File: src/design/wpm_pkg.sv
// shared types and constants for the wildcard pattern matcher
package wpm_pkg;

   localparam int FUNC_W = 2;
   localparam int SYMBOL_W = 8;
   localparam int LEN_W = 6;

   localparam logic [SYMBOL_W-1:0] STAR_CH = 8'h2A;
   localparam logic [SYMBOL_W-1:0] QMARK_CH = 8'h3F;

   typedef enum logic [FUNC_W-1:0] {
      FUNC_CLEAR  = 2'd0,
      FUNC_APPEND = 2'd1,
      FUNC_START  = 2'd2,
      FUNC_TEXT   = 2'd3
   } func_type;

   // decoded command handed from the front to the back
   typedef struct packed {
      logic                clear;
      logic                append;
      logic                start;
      logic                text;
      logic [SYMBOL_W-1:0] symbol;
   } cmd_type;

endpackage

File: src/design/wildcard_pattern_matcher.sv
// Wildcard pattern matcher ('?' any one char, '*' any run) over a streamed text.
// Takes one request beat per cycle while the command queue has room and returns
// one response beat per request; a request's response passes through the
// two-entry command queue and then the response register. Throughput is set
// by the back end's row update, whose longest path is the star OR ripple
// across the MAX_PAT match cells. Clear (func 0) empties the pattern and
// restarts the text, append (func 1) stores a character and restarts the text
// (a dropped append changes neither), start (func 2) restarts the text,
// and text (func 3) consumes one character. Each response reports whether the
// text since the last restart matches the whole pattern, the stored pattern
// length, and whether an append has been dropped since the last clear.
module wildcard_pattern_matcher #(
   parameter int MAX_PAT = 32,
   parameter int CHAR_BITS = 8
) (
   input  logic                          clock,
   input  logic                          reset,
   input  logic                          req_valid,
   output logic                          req_ready,
   input  logic [wpm_pkg::FUNC_W-1:0]    req_func,
   input  logic [wpm_pkg::SYMBOL_W-1:0]  req_symbol,
   output logic                          rsp_valid,
   input  logic                          rsp_ready,
   output logic                          rsp_matched,
   output logic [wpm_pkg::LEN_W-1:0]     rsp_pattern_length,
   output logic                          rsp_pattern_full
);

   logic             q_valid;
   logic             q_ready;
   wpm_pkg::cmd_type q_cmd;

   wpm_front u_front (
      .clock      (clock),
      .reset      (reset),
      .req_valid  (req_valid),
      .req_ready  (req_ready),
      .req_func   (req_func),
      .req_symbol (req_symbol),
      .q_valid    (q_valid),
      .q_ready    (q_ready),
      .q_cmd      (q_cmd)
   );

   wpm_back #(
      .MAX_PAT   (MAX_PAT),
      .CHAR_BITS (CHAR_BITS)
   ) u_back (
      .clock              (clock),
      .reset              (reset),
      .q_valid            (q_valid),
      .q_ready            (q_ready),
      .q_cmd              (q_cmd),
      .rsp_valid          (rsp_valid),
      .rsp_ready          (rsp_ready),
      .rsp_matched        (rsp_matched),
      .rsp_pattern_length (rsp_pattern_length),
      .rsp_pattern_full   (rsp_pattern_full)
   );

endmodule

File: src/design/wpm_front.sv
// front part: accepts request beats, decodes the function and queues commands
module wpm_front (
   input  logic                          clock,
   input  logic                          reset,
   input  logic                          req_valid,
   output logic                          req_ready,
   input  logic [wpm_pkg::FUNC_W-1:0]    req_func,
   input  logic [wpm_pkg::SYMBOL_W-1:0]  req_symbol,
   output logic                          q_valid,
   input  logic                          q_ready,
   output wpm_pkg::cmd_type              q_cmd
);

   wpm_pkg::cmd_type cmd_ff [2];
   wpm_pkg::cmd_type cmd_in;
   logic             wr_ptr_ff, wr_ptr_in;
   logic             rd_ptr_ff, rd_ptr_in;
   logic [1:0]       fill_ff, fill_in;
   logic             push, pop;

   always_comb begin
      cmd_in = '0;
      cmd_in.symbol = req_symbol;
      unique case (wpm_pkg::func_type'(req_func))
         wpm_pkg::FUNC_CLEAR:  cmd_in.clear = 1'b1;
         wpm_pkg::FUNC_APPEND: cmd_in.append = 1'b1;
         wpm_pkg::FUNC_START:  cmd_in.start = 1'b1;
         wpm_pkg::FUNC_TEXT:   cmd_in.text = 1'b1;
         default:              cmd_in.text = 1'b1;
      endcase
   end

   assign req_ready = (fill_ff != 2'd2);
   assign q_valid = (fill_ff != 2'd0);
   assign q_cmd = cmd_ff[rd_ptr_ff];
   assign push = req_valid && req_ready;
   assign pop = q_valid && q_ready;

   always_comb begin
      wr_ptr_in = push ? ~wr_ptr_ff : wr_ptr_ff;
      rd_ptr_in = pop ? ~rd_ptr_ff : rd_ptr_ff;
      fill_in = fill_ff;
      if (push && !pop) begin
         fill_in = fill_ff + 2'd1;
      end else if (pop && !push) begin
         fill_in = fill_ff - 2'd1;
      end
   end

   always_ff @(posedge clock) begin
      if (push) begin
         cmd_ff[wr_ptr_ff] <= cmd_in;
      end
   end

   always_ff @(posedge clock) begin
      if (reset) begin
         wr_ptr_ff <= 1'b0;
         rd_ptr_ff <= 1'b0;
         fill_ff <= 2'd0;
      end else begin
         wr_ptr_ff <= wr_ptr_in;
         rd_ptr_ff <= rd_ptr_in;
         fill_ff <= fill_in;
      end
   end

   assert property (@(posedge clock) disable iff (reset)
      fill_ff != 2'd3)
      else $error("queue fill out of range");

endmodule

File: src/design/wpm_back.sv
// back part: pattern store, match row cells and the response register
module wpm_back #(
   parameter int MAX_PAT = 32,
   parameter int CHAR_BITS = 8
) (
   input  logic                          clock,
   input  logic                          reset,
   input  logic                          q_valid,
   output logic                          q_ready,
   input  wpm_pkg::cmd_type              q_cmd,
   output logic                          rsp_valid,
   input  logic                          rsp_ready,
   output logic                          rsp_matched,
   output logic [wpm_pkg::LEN_W-1:0]     rsp_pattern_length,
   output logic                          rsp_pattern_full
);

   localparam int CNT_W = $clog2(MAX_PAT + 1);
   localparam int ROW_W = MAX_PAT + 1;
   localparam int EXT_W = CNT_W + wpm_pkg::LEN_W;
   localparam int SYM_EXT_W = CHAR_BITS + wpm_pkg::SYMBOL_W;
   localparam logic [CHAR_BITS-1:0] STAR_C = CHAR_BITS'(wpm_pkg::STAR_CH);
   localparam logic [CHAR_BITS-1:0] QMARK_C = CHAR_BITS'(wpm_pkg::QMARK_CH);
   localparam logic [CNT_W-1:0] CNT_MAX = CNT_W'(MAX_PAT);

   logic [CHAR_BITS-1:0] store_ff [MAX_PAT];
   logic [CHAR_BITS-1:0] store_in [MAX_PAT];
   logic [CNT_W-1:0]     count_ff, count_in;
   logic                 ovf_ff, ovf_in;
   logic [ROW_W-1:0]     row_ff, row_in;
   logic                 rsp_valid_ff, rsp_valid_in;
   logic                 matched_ff, matched_in;
   logic [wpm_pkg::LEN_W-1:0] len_ff, len_in;
   logic                 full_ff, full_in;

   logic                 fire;
   logic                 append_ok;
   logic [SYM_EXT_W-1:0] sym_ext;
   logic [CHAR_BITS-1:0] sym_c;
   logic [MAX_PAT-1:0]   lit_cell;
   logic [MAX_PAT-1:0]   star_cell;
   logic [ROW_W-1:0]     init_row;
   logic [ROW_W-1:0]     text_row;
   logic [EXT_W-1:0]     count_ext;

   assign q_ready = !rsp_valid_ff || rsp_ready;
   assign fire = q_valid && q_ready;
   assign sym_ext = SYM_EXT_W'(q_cmd.symbol);
   assign sym_c = sym_ext[CHAR_BITS-1:0];
   assign append_ok = q_cmd.append && !ovf_ff && (count_ff < CNT_MAX);

   // per-cell compare of the stored character against the text character
   always_comb begin
      for (int i = 0; i < MAX_PAT; i++) begin
         lit_cell[i] = (store_ff[i] == sym_c) || (store_ff[i] == QMARK_C);
         star_cell[i] = (store_ff[i] == STAR_C);
      end
   end

   always_comb begin
      for (int i = 0; i < MAX_PAT; i++) begin
         store_in[i] = store_ff[i];
         if (append_ok && (count_ff == CNT_W'(i))) begin
            store_in[i] = sym_c;
         end
      end
   end

   always_comb begin
      count_in = count_ff;
      ovf_in = ovf_ff;
      if (q_cmd.clear) begin
         count_in = '0;
         ovf_in = 1'b0;
      end else if (append_ok) begin
         count_in = count_ff + CNT_W'(1);
      end else if (q_cmd.append) begin
         ovf_in = 1'b1;
      end
   end

   // initial row: leading run of stars of the pattern as it will stand
   always_comb begin
      logic run;
      run = 1'b1;
      init_row = '0;
      init_row[0] = 1'b1;
      for (int j = 1; j <= MAX_PAT; j++) begin
         run = run && (store_in[j-1] == STAR_C);
         init_row[j] = run && (CNT_W'(j) <= count_in);
      end
   end

   // one text character: diagonal step where the cell equals it or is '?', star ripple on '*', zero otherwise
   always_comb begin
      text_row = '0;
      for (int j = 1; j <= MAX_PAT; j++) begin
         if (CNT_W'(j) > count_ff) begin
            text_row[j] = 1'b0;
         end else if (lit_cell[j-1]) begin
            text_row[j] = row_ff[j-1];
         end else if (star_cell[j-1]) begin
            text_row[j] = row_ff[j] || text_row[j-1];
         end else begin
            text_row[j] = 1'b0;
         end
      end
   end

   always_comb begin
      priority if (q_cmd.text) begin
         row_in = text_row;
      end else if (q_cmd.clear || q_cmd.start || append_ok) begin
         row_in = init_row;
      end else begin
         row_in = row_ff;
      end
   end

   always_comb begin
      matched_in = 1'b0;
      for (int j = 0; j <= MAX_PAT; j++) begin
         if (count_in == CNT_W'(j)) begin
            matched_in = row_in[j];
         end
      end
      count_ext = EXT_W'(count_in);
      len_in = count_ext[wpm_pkg::LEN_W-1:0];
      full_in = ovf_in;
      rsp_valid_in = fire ? 1'b1 : (rsp_ready ? 1'b0 : rsp_valid_ff);
   end

   always_ff @(posedge clock) begin
      if (fire) begin
         store_ff <= store_in;
         matched_ff <= matched_in;
         len_ff <= len_in;
         full_ff <= full_in;
      end
   end

   always_ff @(posedge clock) begin
      if (reset) begin
         count_ff <= '0;
         ovf_ff <= 1'b0;
         row_ff <= ROW_W'(1);
         rsp_valid_ff <= 1'b0;
      end else begin
         rsp_valid_ff <= rsp_valid_in;
         if (fire) begin
            count_ff <= count_in;
            ovf_ff <= ovf_in;
            row_ff <= row_in;
         end
      end
   end

   assign rsp_valid = rsp_valid_ff;
   assign rsp_matched = matched_ff;
   assign rsp_pattern_length = len_ff;
   assign rsp_pattern_full = full_ff;

   assert property (@(posedge clock) disable iff (reset)
      count_ff <= CNT_MAX)
      else $error("pattern count beyond store depth");

   assert property (@(posedge clock) disable iff (reset)
      fire && q_cmd.clear |=> count_ff == '0 && !ovf_ff && row_ff[0])
      else $error("clear did not reset pattern state");

   assert property (@(posedge clock) disable iff (reset)
      fire && q_cmd.append && !ovf_ff && (count_ff < CNT_MAX)
      |=> count_ff == $past(count_ff) + CNT_W'(1))
      else $error("stored append did not advance count");

   assert property (@(posedge clock) disable iff (reset)
      fire && q_cmd.text |=> !row_ff[0])
      else $error("text beat left row bit zero set");

   assert property (@(posedge clock) disable iff (reset)
      fire |=> rsp_valid_ff)
      else $error("executed command produced no response");

endmodule
File: config.mk
export PLATFORM = sky130hd
export DESIGN_NAME = wildcard_pattern_matcher
export DESIGN_NICKNAME = d
export VERILOG_FILES = /design/src/design/wpm_pkg.sv /design/src/design/wildcard_pattern_matcher.sv /design/src/design/wpm_front.sv /design/src/design/wpm_back.sv
export SDC_FILE = /design/constraint.sdc
export NUM_CORES = 1
export LEC_CHECK = 0
export ABC_CLOCK_PERIOD_IN_PS = 13200
export BUFFER_PORTS_ARGS = -buffer_cell sky130_fd_sc_hd__buf_2
export CAP_MARGIN = 20
export CORE_UTILIZATION = 60
export CTS_BUF_LIST = sky130_fd_sc_hd__clkbuf_4
export CTS_CLUSTER_DIAMETER = 100
export DETAILED_ROUTE_END_ITERATION = 8
export HOLD_SLACK_MARGIN = 0.06
export PLACE_DENSITY = 0.76
export RECOVER_POWER = 100
export SKIP_CTS_REPAIR_TIMING = 1
export SLEW_MARGIN = 20
export SYNTH_ARGS = -nofsm -noshare
export SYNTH_HDL_FRONTEND = slang
export SYNTH_SLANG_ARGS = --single-unit
File: constraint.sdc
create_clock -name clock -period 13.2 [get_ports clock]
set_input_delay 1.32 -clock clock [delete_from_list [all_inputs] [get_ports clock]]
set_output_delay 1.32 -clock clock [all_outputs]
set_load 0.1 [all_outputs]
==> metrics.md, run 1 <==
| Metric | Value |
|---|---|
| Status | finished, violations left |
| Failing checks | max-capacitance violations, max-slew violations |
| Final HPWL DP | 46.63 mm |
| First-pass GRT wire length | 104.7 mm |
| Met1 usage | 51.23% |
| Syn-to-layout area delta | 7.118% |
| Maximum clock frequency | 111.5 MHz |
| DIE WIDTH | 192.9 µm |
| Overall routing resource usage | 36.93% |
| Commonest register cell after synthesis | edfxtp_1 |
| PortBufs | 23 |
| First-pass iteration count of the detailed router | 6 |
| Final Cell Area | 23420 µm² |
| Worst Setup Start Kind | flop |
| Delay-heaviest family, CP | compound AO/OA/AOI/OAI gates |
| Final std cells w/o fill | 2997 |
| WP data required | 13860 ps |
| Mapped Area | 21870 µm² |
| Vias | 19760 |
| Sequential Area | 9569 µm² |
| Initial DRC Count | 2015 |
| EDFF count, synth | 288 |
| CTS H-Tree Depth | 3 |
| ANT nets after route | 0 |
| Synth unique cells | 91 |
| Synth area leaders | edfxtp_1 40%, xnor2_1 9.8%, nand2_1 6.3%, o21ai_0 6.2%, dfxtp_1 4.2% |
| Vias in the first global route | 18321 |
| Tcrit/Tclk final | 67.93% |
| Min Tclk post-route | 8967 ps |
| Finish-stage setup viols | 0 |
| CP max stage delay | 1820 ps |
| WS Path Type | flop to flop |
| Critical-path cell list | mux2i_4, buf_4, clkbuf_1, xnor2_1, nor4_1, a21boi_0, o311a_1, a211oi_1, nor3_1, nor4b_1, o21bai_1, o21ai_0, o2111ai_1, a2111oi_0, o41ai_1, a21oi_1, a2111oi_0, o22ai_1 |
| TritonCTS Buffers | 89 |
| Dpl cell area | 22340 µm² |
| Layout cell share with drive strength beyond 1 | 9.321% |
| Clock skew | 51.91 ps |
| CTS tree | yes |
| CP max stage cell | clkbuf_1 |
| Initial antenna violation count | 2 |
| Final GP Congestion | 1.067 |
| Synth top area share | 39.55% |
| Register area share after synthesis | 43.76% |
| Fill cells | 3003 |
| Io pins | 24 |
| CP arrival | 9630 ps |
| Starting Density | 61.18% |
| Vias per std cell | 6.593 |
| Register bit count reported by yosys | 334 |
| Async SR Flop Fraction | 0% |
| Largest net degree at the start of global routing | 172 |
| Relative slew slack | -296.4% |
| Final hold violation count | 0 |
| Fin nets | 2483 |
| Setup Total Neg Slack | 0 ps |
| Gr busiest metal | met2 |
| Reg-to-reg setup timing slack | 4230 ps |
| Gr ovfl total | 0 |
| Post-Syn Nets | 2487 |
| Worst-margin pin slew | 5913 ps |
| Die footprint | 37210 µm² |
| CTS Buffer Depth | 3 |
| RSZ-0062 raised after global routing | false |
| Die H | 192.9 µm |
| HP Class | flop to flop |
| Clock root buffer | clkbuf_4 |
| Fin util | 65.54% |
| Pwr Density | 182.9 nW/µm² |
| Top cell by count, worst path | a2111oi_0 |
| Multi-input gate area | 11550 µm² |
| Syn. warnings | 0 |
| Largest area contributor in the netlist | edfxtp_1 |
| Placed instance count | 2834 |
| Core area | 35740 µm² |
| Buffers and inverters on the worst path | 2 |
| Worst-skew pair later-pin latency | 840 ps |
| Max Slew Vio Count | 285 |
| Crit path capture type | flop |
| Routed WL per cell | 22.92 µm |
| Clock Sinks | 334 |
| Cell Rows | 69 |
| LEAKAGE | 7.921 nW |
| Drc violations | 0 |
| Peak VDD IR | 0.2839 mV |
| Detailed Route WL | 68.69 mm |
| Avg Inst Size Synth | 8.857 µm² |
| Gate Count Post-Synth | 2469 |
| Clock slew at reported path FFs | 70 ps |
| Grt met2 use | 56.34% |
| Met3 Use GR | 8.547% |
| Max Cap Viol | 6 |
| Worst-path fanout max | 36 |
## area by class of cell
type                            instances  area share (%)
Antenna cell                            4         0.04273
Clock buffer                          134           4.295
Tap cell                              461           2.462
Clock inverter                         24          0.7906
Multi-Input combinational cell       1944           49.32
Sequential cell                       334           40.85
Timing Repair Buffer                   64           1.715
Inverter                               32          0.5181
## flip-flops by register name, indices dropped and copies added (netlist names), named ones only
register,flops
u_front.wr_ptr_ff,1
u_back.rsp_valid,1
u_back.store_ff,256
u_back.rsp_pattern_length,6
u_back.rsp_pattern_full,1
u_back.count_ff,6
u_front.rd_ptr_ff,1
u_back.rsp_matched,1
u_front.cmd_ff,24
u_front.fill_ff,2
u_back.ovf_ff,1
u_back.row_ff,33
## placed cells by master, fill, tap and decap left out, types with 46 or more instances in the layout
| cell type | count |
|---|---|
| clkbuf_4 | 134 |
| a21oi_1 | 148 |
| nor2_1 | 187 |
| edfxtp_1 | 288 |
| nand4_1 | 49 |
| nand2_1 | 368 |
| nand3_1 | 78 |
| xnor2_1 | 244 |
| nor3_1 | 72 |
| nor4_1 | 82 |
| o21ai_0 | 273 |
| dfxtp_1 | 46 |
## logic make-up after synthesis
logic type | after synthesis | synth area share [%]
compound gates | 627 | 17.02
flops | 334 | 43.76
xor+xnor | 266 | 10.65
simple gates | 1014 | 23.04
fa+ha+maj | 4 | 0.2289
buf+inv | 191 | 3.696
mux | 33 | 1.608
## path summary, 6_finish.rpt
kind,start,end,cells after the start
max,flop,u_back.rsp_matched,18
min,u_back.row_ff[23],u_back.row_ff[23],2
max reg2reg,flop,u_back.rsp_matched,18
min reg2reg,u_back.row_ff[23],u_back.row_ff[23],2
## power by group
part | total [mW] | switching [mW] | internal (mW)
Clock | 0.968 | 0.447 | 0.521
Sequential | 1.68 | 0.175 | 1.51
Combinational | 1.63 | 1.14 | 0.499
Total | 4.28 | 1.76 | 2.53
## layer usage
layer	wire (µm)	vias to the layer above
met2	30570	1029
met3	6507	170
li1	-	9139
met5	0	-
met1	29450	9422
met4	2163	0
## synthesized netlist by cell type, types with 11 or more instances
cell	number
nand4b_1	20
nand4_1	49
nor2b_1	14
buf_1	15
mux2i_1	20
xor2_1	22
or2_2	11
a21o_1	11
edfxtp_1	288
a31oi_1	24
nor2_1	187
buf_2	13
dfxtp_1	46
nand2_1	368
buf_4	14
and3_1	13
nand3_1	78
o21ai_0	272
o31ai_1	12
a21oi_1	148
clkbuf_1	114
a211oi_1	32
xnor2_1	244
mux2_2	11
or3_1	25
nor4_1	80
or4_1	14
nor3_1	72
inv_1	26
o211ai_1	16
and2_1	13
## per-stage QoR
step                      hold slack (ps)  worst slack (ps)  total power, mW
after floorplan                     453.2              3461            2.936
after global placement              481.0              6442            3.217
after detailed placement            487.0              6297            3.255
after CTS                           495.7              6221            4.226
after global routing                531.6              3561            4.483
final                               502.0              4233            4.284
## worst min-delay path: stages (launching register included)
cell,delay (ps)
dfxtp_1,340
nand2_1,60
a21oi_1,50
Note: power is estimated with default switching activity, not from simulation.
==> run 2, diff against run 1 <==
--- a/config.mk
+++ b/config.mk
@@ -5,7 +5,8 @@
 export SDC_FILE = /design/constraint.sdc
 export NUM_CORES = 1
 export LEC_CHECK = 0
-export ABC_CLOCK_PERIOD_IN_PS = 13200
+export ABC_AREA = 1
+export ABC_CLOCK_PERIOD_IN_PS = 9370
 export BUFFER_PORTS_ARGS = -buffer_cell sky130_fd_sc_hd__buf_2
 export CAP_MARGIN = 20
 export CORE_UTILIZATION = 60
==> constraint.sdc (replaced) <==
create_clock -name clock -period 9.37 [get_ports clock]
set_input_delay 0.937 -clock clock [delete_from_list [all_inputs] [get_ports clock]]
set_output_delay 0.937 -clock clock [all_outputs]
set_load 0.1 [all_outputs]
==> run 2 against run 1 <==
The flow now finishes without violations; die area is 0.18% higher; sequential power is 100% higher; clock skew is 10 ps lower; first-iteration DRC count is 33% higher; critical path type unchanged; largest power group is now combinational cells.
==> metrics.md, run 2 <==
| Metric | Value |
|---|---|
| LEAKAGE | 10.33 nW (was 7.921 nW) |
| Drc violations | 0 (unchanged) |
| Commonest non-fill, non-tap cells in the layout | 581 x nand2_1, 460 x inv_1, 331 x o21ai_0 (was 368 x nand2_1, 288 x edfxtp_1, 273 x o21ai_0) |
| First-pass iteration count of the detailed router | 7 (was 6) |
| Status | finished clean (was finished, violations left) |
| Tcrit/Tclk final | 97.57% (was 67.93%) |
| Gr ovfl total | 0 (unchanged) |
| Initial DRC Count | 2678 (was 2015) |
| Async SR Flop Fraction | 0% (unchanged) |
| First-pass GRT wire length | 105.5 mm (was 104.7 mm) |
| Clock slew at reported path FFs | 60 ps (was 70 ps) |
| Register bit count reported by yosys | 334 (unchanged) |
| Clock Sinks | 334 (unchanged) |
| Vias per std cell | 6.113 (was 6.593) |
| Die H | 193.1 µm (was 192.9 µm) |
| Io pins | 24 (unchanged) |
| CTS H-Tree Depth | 3 (unchanged) |
| Dpl cell area | 22560 µm² (was 22340 µm²) |
| Core area | 35740 µm² (unchanged) |
| CP max stage delay | 440 ps (was 1820 ps) |
| Finish-stage setup viols | 0 (unchanged) |
| Top cell by count, worst path | nand2_1 (was a2111oi_0) |
| Switching share of power | 48.61% (was 41.02%) |
| Comb pwr share | 50.0% (was 38.2%) |
| Overall routing resource usage | 36.78% (was 36.93%) |
| Largest net degree at the start of global routing | 82 (was 172) |
| Worst hold slack | 308.3 ps (was 502.0 ps) |
| Fill cells | 3026 (was 3003) |
| Clock skew | 41.81 ps (was 51.91 ps) |
| Synth unique cells | 57 (was 91) |
| Vias in the first global route | 20009 (was 18321) |
| Detailed Route WL | 69.09 mm (was 68.69 mm) |
| Cell Rows | 69 (unchanged) |
| Commonest cells in the netlist | 607 x nand2_1, 460 x inv_1, 333 x o21ai_0 (was 368 x nand2_1, 288 x edfxtp_1, 272 x o21ai_0) |
| CP arrival | 9720 ps (was 9630 ps) |
| Final HPWL DP | 46.27 mm (was 46.63 mm) |
| ANT nets after route | 0 (unchanged) |
| Routed WL per cell | 19.74 µm (was 22.92 µm) |
| EDFF count, synth | 288 (unchanged) |
| Syn-to-layout area delta | 10.17% (was 7.118%) |
| Worst-skew pair later-pin latency | 820 ps (was 840 ps) |
| CTS tree | yes (unchanged) |
| Most numerous cell in the Yosys netlist | nand2_1 (unchanged) |
| Maximum clock frequency | 109.4 MHz (was 111.5 MHz) |
| Mapped Area | 21910 µm² (was 21870 µm²) |
| Sequential share of power | 35.3% (was 39.2%) |
| Largest area contributor in the netlist | edfxtp_1 (unchanged) |
| Post-Syn Nets | 2908 (was 2487) |
| WS Path Type | flop to flop (unchanged) |
| Tot Pwr | 9.546 mW (was 4.284 mW) |
| Avg Inst Size Synth | 7.580 µm² (was 8.857 µm²) |
| Starting Density | 61.29% (was 61.18%) |
| Final GP Congestion | 1.053 (was 1.067) |
| CTS Buffer Depth | 3 (unchanged) |
| Synth top area share | 39.48% (was 39.55%) |
| Synth area leaders | edfxtp_1 39%, nand2_1 10%, inv_1 7.9%, o21ai_0 7.6%, xor2_1 5.2% (was edfxtp_1 40%, xnor2_1 9.8%, nand2_1 6.3%, o21ai_0 6.2%, dfxtp_1 4.2%) |
| Fin util | 67.53% (was 65.54%) |
| Layout cell share with drive strength beyond 1 | 11.00% (was 9.321%) |
| NetSw | 4.640 mW (was 1.758 mW) |
| Worst Setup Start Kind | flop (unchanged) |
| Part of the power in the clock network | 14.7% (was 22.6%) |
| DIE WIDTH | 193.1 µm (was 192.9 µm) |
| Commonest register cell after synthesis | edfxtp_1 (unchanged) |
| WP data required | 9950 ps (was 13860 ps) |
| Gate Count Post-Synth | 2890 (was 2469) |
| Register area share after synthesis | 43.68% (was 43.76%) |
| Syn. warnings | 0 (unchanged) |
| Fin nets | 2983 (was 2483) |
| CP max stage cell | dfxtp_4 (was clkbuf_1) |
| Worst-path fanout max | 16 (was 36) |
| Min Tclk post-route | 9142 ps (was 8967 ps) |
| Number of flip-flops in the largest register | 256 (unchanged) |
| Int Pwr | 4.905 mW (was 2.527 mW) |
| Max Slew Vio Count | 0 (was 285) |
| Largest regs | u_back.store_ff: 256 flops, u_back.row_ff: 33 flops, u_front.cmd_ff: 24 flops (unchanged) |
| Final hold violation count | 0 (unchanged) |
| HP Class | input port to flop (was flop to flop) |
| PortBufs | 23 (unchanged) |
| Vias | 21388 (was 19760) |
| Relative slew slack | 6.121% (was -296.4%) |
| Largest reg by FF count | u_back.store_ff (unchanged) |
| Initial antenna violation count | 2 (unchanged) |
| TritonCTS Buffers | 92 (was 89) |
| Worst-margin pin slew | 1408 ps (was 5913 ps) |
| Crit path capture type | flop (unchanged) |
| Clock root buffer | clkbuf_4 (unchanged) |
| Die footprint | 37280 µm² (was 37210 µm²) |
| Final Cell Area | 24140 µm² (was 23420 µm²) |
| Pwr Density | 395.5 nW/µm² (was 182.9 nW/µm²) |
| Max Cap Viol | 0 (was 6) |
| Commonest non-fill, non-tap cell in the layout | nand2_1 (unchanged) |
| Peak VDD IR | 0.2797 mV (was 0.2839 mV) |
| RSZ-0062 raised after global routing | true (was false) |
==> run 2: critical path, delay by kind of cell (launching register included) <==
kind / cells / cell delay (ps)
flops: 1 / 440
buf+inv: 2 / 170
simple gates: 137 / 8240
==> run 2: stage by stage <==
| stage | std cells | setup TNS (ps) | setup slack, ps |
|---|---|---|---|
| 5_1_grt | 3499 | -4704 | -1211 |
| 6_report | 3499 | 0 | 228.0 |
| 2_1_floorplan | 2890 | 0 | 1871 |
| 3_5_place_dp | 3309 | 0 | 374.3 |
| 3_3_place_gp | 3309 | 0 | 699.8 |
| 4_1_cts | 3474 | 0 | 282.2 |
==> run 2: layer usage <==
metal	vias up	routed length (µm)	global-route usage (%)
li1	9919	-	-
met1	9904	27380	48.30
met2	1323	31520	59.41
met3	242	7521	6.968
met4	0	2669	15.69
met5	-	0	0
==> run 2: final timing paths <==
check / startpoint / to / slack (ps) / cells after the start
min reg2reg: u_front.rd_ptr_ff / flop / 460 / 1
max reg2reg: flop / u_back.rsp_matched / 230 / 139
min: req_symbol[0] / u_front.cmd_ff[1][0] / 310 / 1
max: flop / u_back.rsp_matched / 230 / 139
==> run 2: area by class of cell <==
class	instances	area (µm²)	share of cell area, %
clock inverters	20	128.9	0.5340
multi-input cells	1969	10260	42.53
flip-flops and latches	334	9573	39.66
well taps	461	576.8	2.390
repair buffers	97	718.2	2.976
clock buffers	145	1089	4.510
inverters	471	1780	7.377
diodes	2	5.005	0.02074
==> run 2: cells by family after synthesis <==
kind of cell               Yosys count  share of synthesized area [%]
AOI/OAI and AO/OA                  568                          14.59
buffers and inverters              587                          10.15
DFF                                334                          43.68
xor gates and xnor gates           156                          6.237
and+or+nand+nor                   1241                          25.11
adders and majority gates            4                         0.2285
==> run 2: power groups by stage <==
| stage | sequential (mW) | clock (mW) | combinational, mW |
|---|---|---|---|
| after global routing | 3.44 | 1.49 | 5.19 |
| after CTS | 3.33 | 1.42 | 4.55 |
| final | 3.37 | 1.40 | 4.78 |
| after floorplan | 3.44 | 0 | 3.14 |
| after detailed placement | 3.35 | 0 | 4.53 |
| after global placement | 3.32 | 0 | 4.41 |
